<file path="config.mk">
export PLATFORM = sky130hd
export DESIGN_NAME = bba_word_unit
export DESIGN_NICKNAME = d
export VERILOG_FILES = /design/src/hw/rtl/bba_pkg.sv /design/src/hw/rtl/bba_word_unit.sv
export SDC_FILE = /design/constraint.sdc
export NUM_CORES = 1
export LEC_CHECK = 0
export CAP_MARGIN = 10
export CORE_MARGIN = 4
export CORE_UTILIZATION = 36
export DETAILED_ROUTE_END_ITERATION = 7
export DONT_BUFFER_PORTS = 1
export PLACE_DENSITY = 0.47
export SLEW_MARGIN = 10
export SYNTH_ARGS = -nofsm -noshare
export SYNTH_HDL_FRONTEND = slang
export SYNTH_SLANG_ARGS = --single-unit
export TNS_END_PERCENT = 100
</file>
<file path="constraint.sdc">
create_clock -name vclk -period 3.85
set_input_delay 0.77 -clock vclk [all_inputs]
set_output_delay 0.77 -clock vclk [all_outputs]
set_load 0.005 [all_outputs]
</file>
<file path="src/hw/rtl/bba_pkg.sv">
// Package of the bitmap block allocator: types, codes and default sizes.
`default_nettype none

package bba_pkg;

    localparam int NUM_BLOCKS_DEF       = 32768;
    localparam int WORD_BITS_DEF        = 32;
    localparam int BLOCK_BYTES_LOG2_DEF = 12;

    localparam int ADDR_W      = 32;
    localparam int LEN_W       = 32;
    localparam int COUNT_OUT_W = 16;
    // Wide enough for a bit position in the widest bitmap word (64 bits).
    localparam int BIT_IDX_W   = 6;

    localparam logic [ADDR_W-1:0] ADDR_MASK = 32'hffff_ffff;

    typedef enum logic [1:0] {
        KIND_ALLOC   = 2'd0,
        KIND_FREE    = 2'd1,
        KIND_RESERVE = 2'd2,
        KIND_RELEASE = 2'd3
    } t_kind;

    typedef enum logic [1:0] {
        ST_OK       = 2'd0,
        ST_NO_FREE  = 2'd1,
        ST_BAD_FREE = 2'd2
    } t_status;

    typedef struct packed {
        t_kind              kind;
        logic [ADDR_W-1:0]  address;
        logic [LEN_W-1:0]   length;
    } t_req;

    typedef struct packed {
        logic [ADDR_W-1:0]      block_address;
        t_status                status;
        logic [COUNT_OUT_W-1:0] free_blocks;
    } t_rsp;

    // Control of the shared word unit for one read-modify-write of a bitmap word.
    typedef struct packed {
        logic                 lowest;  // pick the lowest clear bit instead of lo..hi
        logic                 set;     // 1 marks bits used, 0 marks them free
        logic [BIT_IDX_W-1:0] lo;
        logic [BIT_IDX_W-1:0] hi;
    } t_unit_ctl;

endpackage

`default_nettype wire

</file>
<file path="src/hw/rtl/bba_word_unit.sv">
// Shared word unit: builds the bit mask for one bitmap word and applies it.
`default_nettype none

module bba_word_unit
    import bba_pkg::*;
#(
    parameter int WORD_BITS = bba_pkg::WORD_BITS_DEF,
    parameter int OB        = $clog2(WORD_BITS)
) (
    input  wire logic [WORD_BITS-1:0] i_word,
    input  wire t_unit_ctl            i_ctl,
    output logic      [WORD_BITS-1:0] o_word,
    output logic      [WORD_BITS-1:0] o_flip,
    output logic                      o_full,
    output logic      [OB-1:0]        o_index
);

    localparam logic [WORD_BITS-1:0] ONES   = {WORD_BITS{1'b1}};
    localparam logic [OB-1:0]        TOP_IX = OB'(WORD_BITS - 1);

    logic [OB-1:0]        lo;
    logic [OB-1:0]        hi;
    logic [WORD_BITS-1:0] mask;

    assign lo = i_ctl.lo[OB-1:0];
    assign hi = i_ctl.hi[OB-1:0];

    always_comb begin
        if (i_ctl.lowest) begin
            // The lowest clear bit, alone: zero when the word is full.
            mask = ~i_word & (i_word + {{(WORD_BITS-1){1'b0}}, 1'b1});
        end else begin
            mask = (ONES << lo) & (ONES >> (TOP_IX - hi));
        end
    end

    always_comb begin
        o_index = '0;
        for (int j = 0; j < WORD_BITS; j++) begin
            if (mask[j]) begin
                o_index = o_index | OB'(j);
            end
        end
    end

    assign o_full = &i_word;
    assign o_word = i_ctl.set ? (i_word | mask) : (i_word & ~mask);
    assign o_flip = i_ctl.set ? (mask & ~i_word) : (mask & i_word);

endmodule

`default_nettype wire

</file>
After elaboration in Yosys (flattened, before gate mapping)
Cells that the tools add are included.

word-level totals
  register bits = 0
  latch bits = 0
  RAM bits = 0
  memory bits (read-only) = 0
  input port bits = 46
  logic and storage cells = 47
  memories kept = 0

cells by class
  add/sub/neg operators = 2
  multiply operators = 0
  div/mod/pow operators = 0
  magnitude comparators = 0
  equal/unequal tests = 0
  shifts and indexed selects = 2
  muxes and demuxes = 34
  bitwise logic cells = 8
  reductions and logical operators = 1

operators with widths
  cell                                               count
  bitwise AND 32 bit                                 5
  2-to-1 mux 32 bit                                  3
  2-to-1 mux 5 bit                                   16
  NOT 32 bit                                         2
  adder 32 x 1 -> 32 bit, second input constant      1
  2-to-1 mux 4 bit                                   8
  OR 32 bit                                          1
  AND reduction 32 bit                               1
  << shifter 32 x 5 -> 32 bit, first input constant  1
  >> shifter 32 x 5 -> 32 bit, first input constant  1
  2-to-1 mux 3 bit                                   4
  subtractor 5 bit, first input constant             1
  2-to-1 mux 2 bit                                   2
  2-to-1 mux 1 bit                                   1

Depth between registers and ports, before layout
  depth in word-level cells = 35
  mapped depth = 8

Worst setup path after synthesis
OpenSTA, ideal clock, no wires.

  path type = in2out
  start = in i_ctl[13] in the netlist's numbering
  end = out o_word[2]
  arrival = 2.208 ns
  required time = 3.080 ns
  path slack = 0.872 ns
  cell stages on the path = 4
  cells stage by stage = clkbuf_1 or4_1 o32ai_1 mux2_2

on the way
  word-level cells in the longest chain between the ends = 4

ends and longest elaborated chain
  item                   line                 RTL
  start: declaration     bba_word_unit.sv:11  input wire t_unit_ctl i_ctl,
  2-to-1 mux 32 bit (*)  bba_word_unit.sv:29  if (i_ctl.lowest) begin
  NOT 32 bit             bba_word_unit.sv:47  assign o_word = i_ctl.set ? (i_word | mask) : (i_word & ~mask);
  bitwise AND 32 bit     bba_word_unit.sv:47
  2-to-1 mux 32 bit (*)  bba_word_unit.sv:47
  end: declaration       bba_word_unit.sv:12  output logic [WORD_BITS-1:0] o_word,

Mark *: on every way between the ends. The rest lies on a longest branch, timed or not.

Final worst setup path
  start = in i_word[3]
  end = out o_word[13]

on the way
  word-level cells in the longest chain between the ends = 6

ends and longest elaborated chain
  item                        line                 RTL
  start: declaration          bba_word_unit.sv:10  input wire logic [WORD_BITS-1:0] i_word,
  adder 32 x 1 -> 32 bit (*)  bba_word_unit.sv:31  mask = ~i_word & (i_word + {{(WORD_BITS-1){1'b0}}, 1'b1});
  bitwise AND 32 bit (*)      bba_word_unit.sv:31
  2-to-1 mux 32 bit (*)       bba_word_unit.sv:29
  NOT 32 bit                  bba_word_unit.sv:47
  bitwise AND 32 bit          bba_word_unit.sv:47
  2-to-1 mux 32 bit (*)       bba_word_unit.sv:47

Marked as above.

==> results.py <==
metrics = {
    "outcome": {
        "status": "finished clean",
    },
    "synthesis": {
        "synth-simple-area-share": 0.4114,
        "synth_top_family_by_area": "simple AND/OR/NAND/NOR gates",
        "syn-cell-area_um2": 2196,
        "synth_area_leaders": "mux2_2, xnor2_1, nor2_1, nand2_1, a31oi_1",
        "synthTopCellsByCount": "nor2_1, nand2_1, mux2_2",
        "yosys_warnings": 0,
        "yosys.area.top_type": "mux2_2",
        "synth-compound-area-share": 0.2638,
        "synth_cell_type_count": 61,
        "syn_inst": 349,
        "syn-mean-instance-area_um2": 6.292,
        "synthMuxAreaShare": 0.1299,
        "synth_most_common_cell": "nor2_1",
        "syn_nets": 395,
        "synth_fa_ha_area_frac": 0.004558,
        "synth_top_area_frac": 0.1231,
        "synth-xor-area-share": 0.1197,
        "yosysSeqAreaShare": 0,
    },
    "final_layout": {
        "clock_buffers": 0,
        "diodes": 0,
        "final_nets": 379,
        "n_sequential_cell": 0,
        "area_growth_syn_to_layout_pct": 1.310,
        "fin_area_um2": 2225,
        "drive_above_1_share": 0.1178,
        "layout.area.seq_um2": 0,
    },
    "drt": {
        "vias": 2596,
        "vias_per_cell": 6.394,
        "drtIter0Drc": 228,
        "antenna_left": 0,
        "drtPass1Iterations": 4,
        "drc": 0,
        "wl_um": 8340,
        "wl_per_cell_um": 20.54,
    },
    "floorplanning": {
        "initial_utilization": 0.3709,
        "coreArea_um2": 5921,
        "dieArea_um2": 7413,
        "die_w_um": 86.10,
        "num_io_pins": 116,
        "rows": 28,
        "die_h_um": 86.10,
    },
    "power_and_ir_drop": {
        "leakage_nw": 0.7556,
        "power.share.switching": 0.5330,
        "p_seq_frac": 0,
        "ir_drop_mv": 0.02832,
        "combPwrFrac": 1.000,
        "p_per_area_nw_per_um2": 81.77,
        "switchingPower_mw": 0.09696,
        "intPower_mw": 0.08495,
        "pwr-share-clk": 0,
    },
    "placed_design": {
        "port_buffers": 0,
        "place_area_um2": 2225,
        "hpwl_um": 6817,
        "place.gp.congestion": 0.8757,
    },
    "sta": {
        "rsz0062_at_grt": "no",
        "min_period_ns": 3.264,
        "tns_ns": 0,
        "drv_slew": 0,
        "finalSetupViolCount": 0,
        "fmax_ghz": 0.3063,
        "worst_slew_pin_slew_ns": 0.6285,
        "finalHoldViolations": 0,
        "relSlewSlack": 0.5765,
        "min_period_over_period": 0.8479,
    },
    "critical_path": {
        "path_max_fanout": 9,
        "cp-end-kind": "output port",
        "worstSetupStartpointType": "input pin",
        "cp.required_ns": 3.08,
        "slowest_delay_ns": 0.53,
        "cp_slowest_cell": "nor4_4",
        "cp.arrival_ns": 2.49,
        "path_common_cell": "nand2_1",
        "worstSetupPathType": "input pin to output port",
        "path_cells": "nand2_1 > nor4_4 > nand2_1 > o21ai_0 > mux2_2",
    },
    "global_routing": {
        "grtUsageMet1": 0.2892,
        "antenna_found_initial": 0,
        "use_met3": 0.03170,
        "grt_use_met2": 0.3574,
        "grt_overflow_total": 0,
        "grt_pass1_vias": 2285,
        "grt_pass1_wl_um": 12590,
        "grt.total_usage": 0.2077,
        "grt_max_degree": 65,
        "grt.busiest_layer": "met2",
    },
    "job": {
        "cap_violations": 0,
    },
    "clock_tree": {
        "cts-resized-gates": 0,
        "cts.hold.buffers_added": 0,
        "post-cts-setup-buffer-count": 0,
    },
    "min_path": {
        "hold_class": "input pin to output port",
    },
}
[layer usage]
metal / vias to the layer above / routed length, µm
met5: - / 0
met4: 0 / 0
met3: 0 / 632
met2: 99 / 3977
met1: 1230 / 3730
li1: 1267 / -
[metrics by stage]
step                      std cells  utilization  total power, mW  setup slack, ns  hold WS, ns
after floorplan                 349            -           0.1720           0.8720        1.618
after global placement          406       0.3757           0.1811           0.6419        1.635
after detailed placement        406       0.3757           0.1813           0.6246        1.636
after CTS                       406       0.3757           0.1819           0.6266        1.636
after global routing            406       0.3757           0.1992           0.4305        1.651
final                           406       0.3757           0.1819           0.5856        1.634
[final timing paths]
kind	cells past startpoint	slack, ns	startpoint	to
worst min-delay path	2	1.63	i_word[28]	o_word[28]
worst max-delay path	5	0.59	i_word[3]	o_word[13]
[cell usage in the layout (no fill, tap or decap), types with 3 or more instances in the layout]
cell	n
buf_4	5
a31oi_1	14
nand3_1	16
nand4_1	9
a211o_1	3
nor2_1	43
mux2_2	24
or3_1	5
a211oi_1	6
xnor2_1	22
and3_1	4
and2_1	10
nor3_1	13
nand3b_1	3
a21oi_1	9
nand2_1	38
a41oi_1	5
nand2b_1	4
o21a_1	5
o31a_1	4
nor4_1	9
nor2b_1	3
xor2_1	8
inv_1	14
or2_2	3
or4_1	3
o21ai_0	13
[power groups by stage]
stage	clock (mW)	combinational, mW	sequential [mW]
finish	0	0.182	0
global route	0	0.199	0
CTS	0	0.182	0
detailed placement	0	0.181	0
global placement	0	0.181	0
floorplan	0	0.172	0
[layout make-up]
cell class                 instances  area, µm²
fill                             665       3696
tap                               75      93.84
multi-input combinational        312       2041
timing repair buffer               5      37.54
inverter                          14      52.55
[critical path, delay by kind of cell]
family             cells  cell delay (ns)
and+or+nand+nor        3             0.78
muxes                  1             0.42
AOI/OAI and AO/OA      1             0.52
[logic make-up (layout without fill, tap and decap cells)]
family	Yosys count	count (layout)
and+or+nand+nor	174	174
AOI/OAI and AO/OA	82	82
buffers and inverters	37	19
xor gates and xnor gates	30	30
muxes	25	25
adders and majority gates	1	1
(Power assumes the default switching activity.)
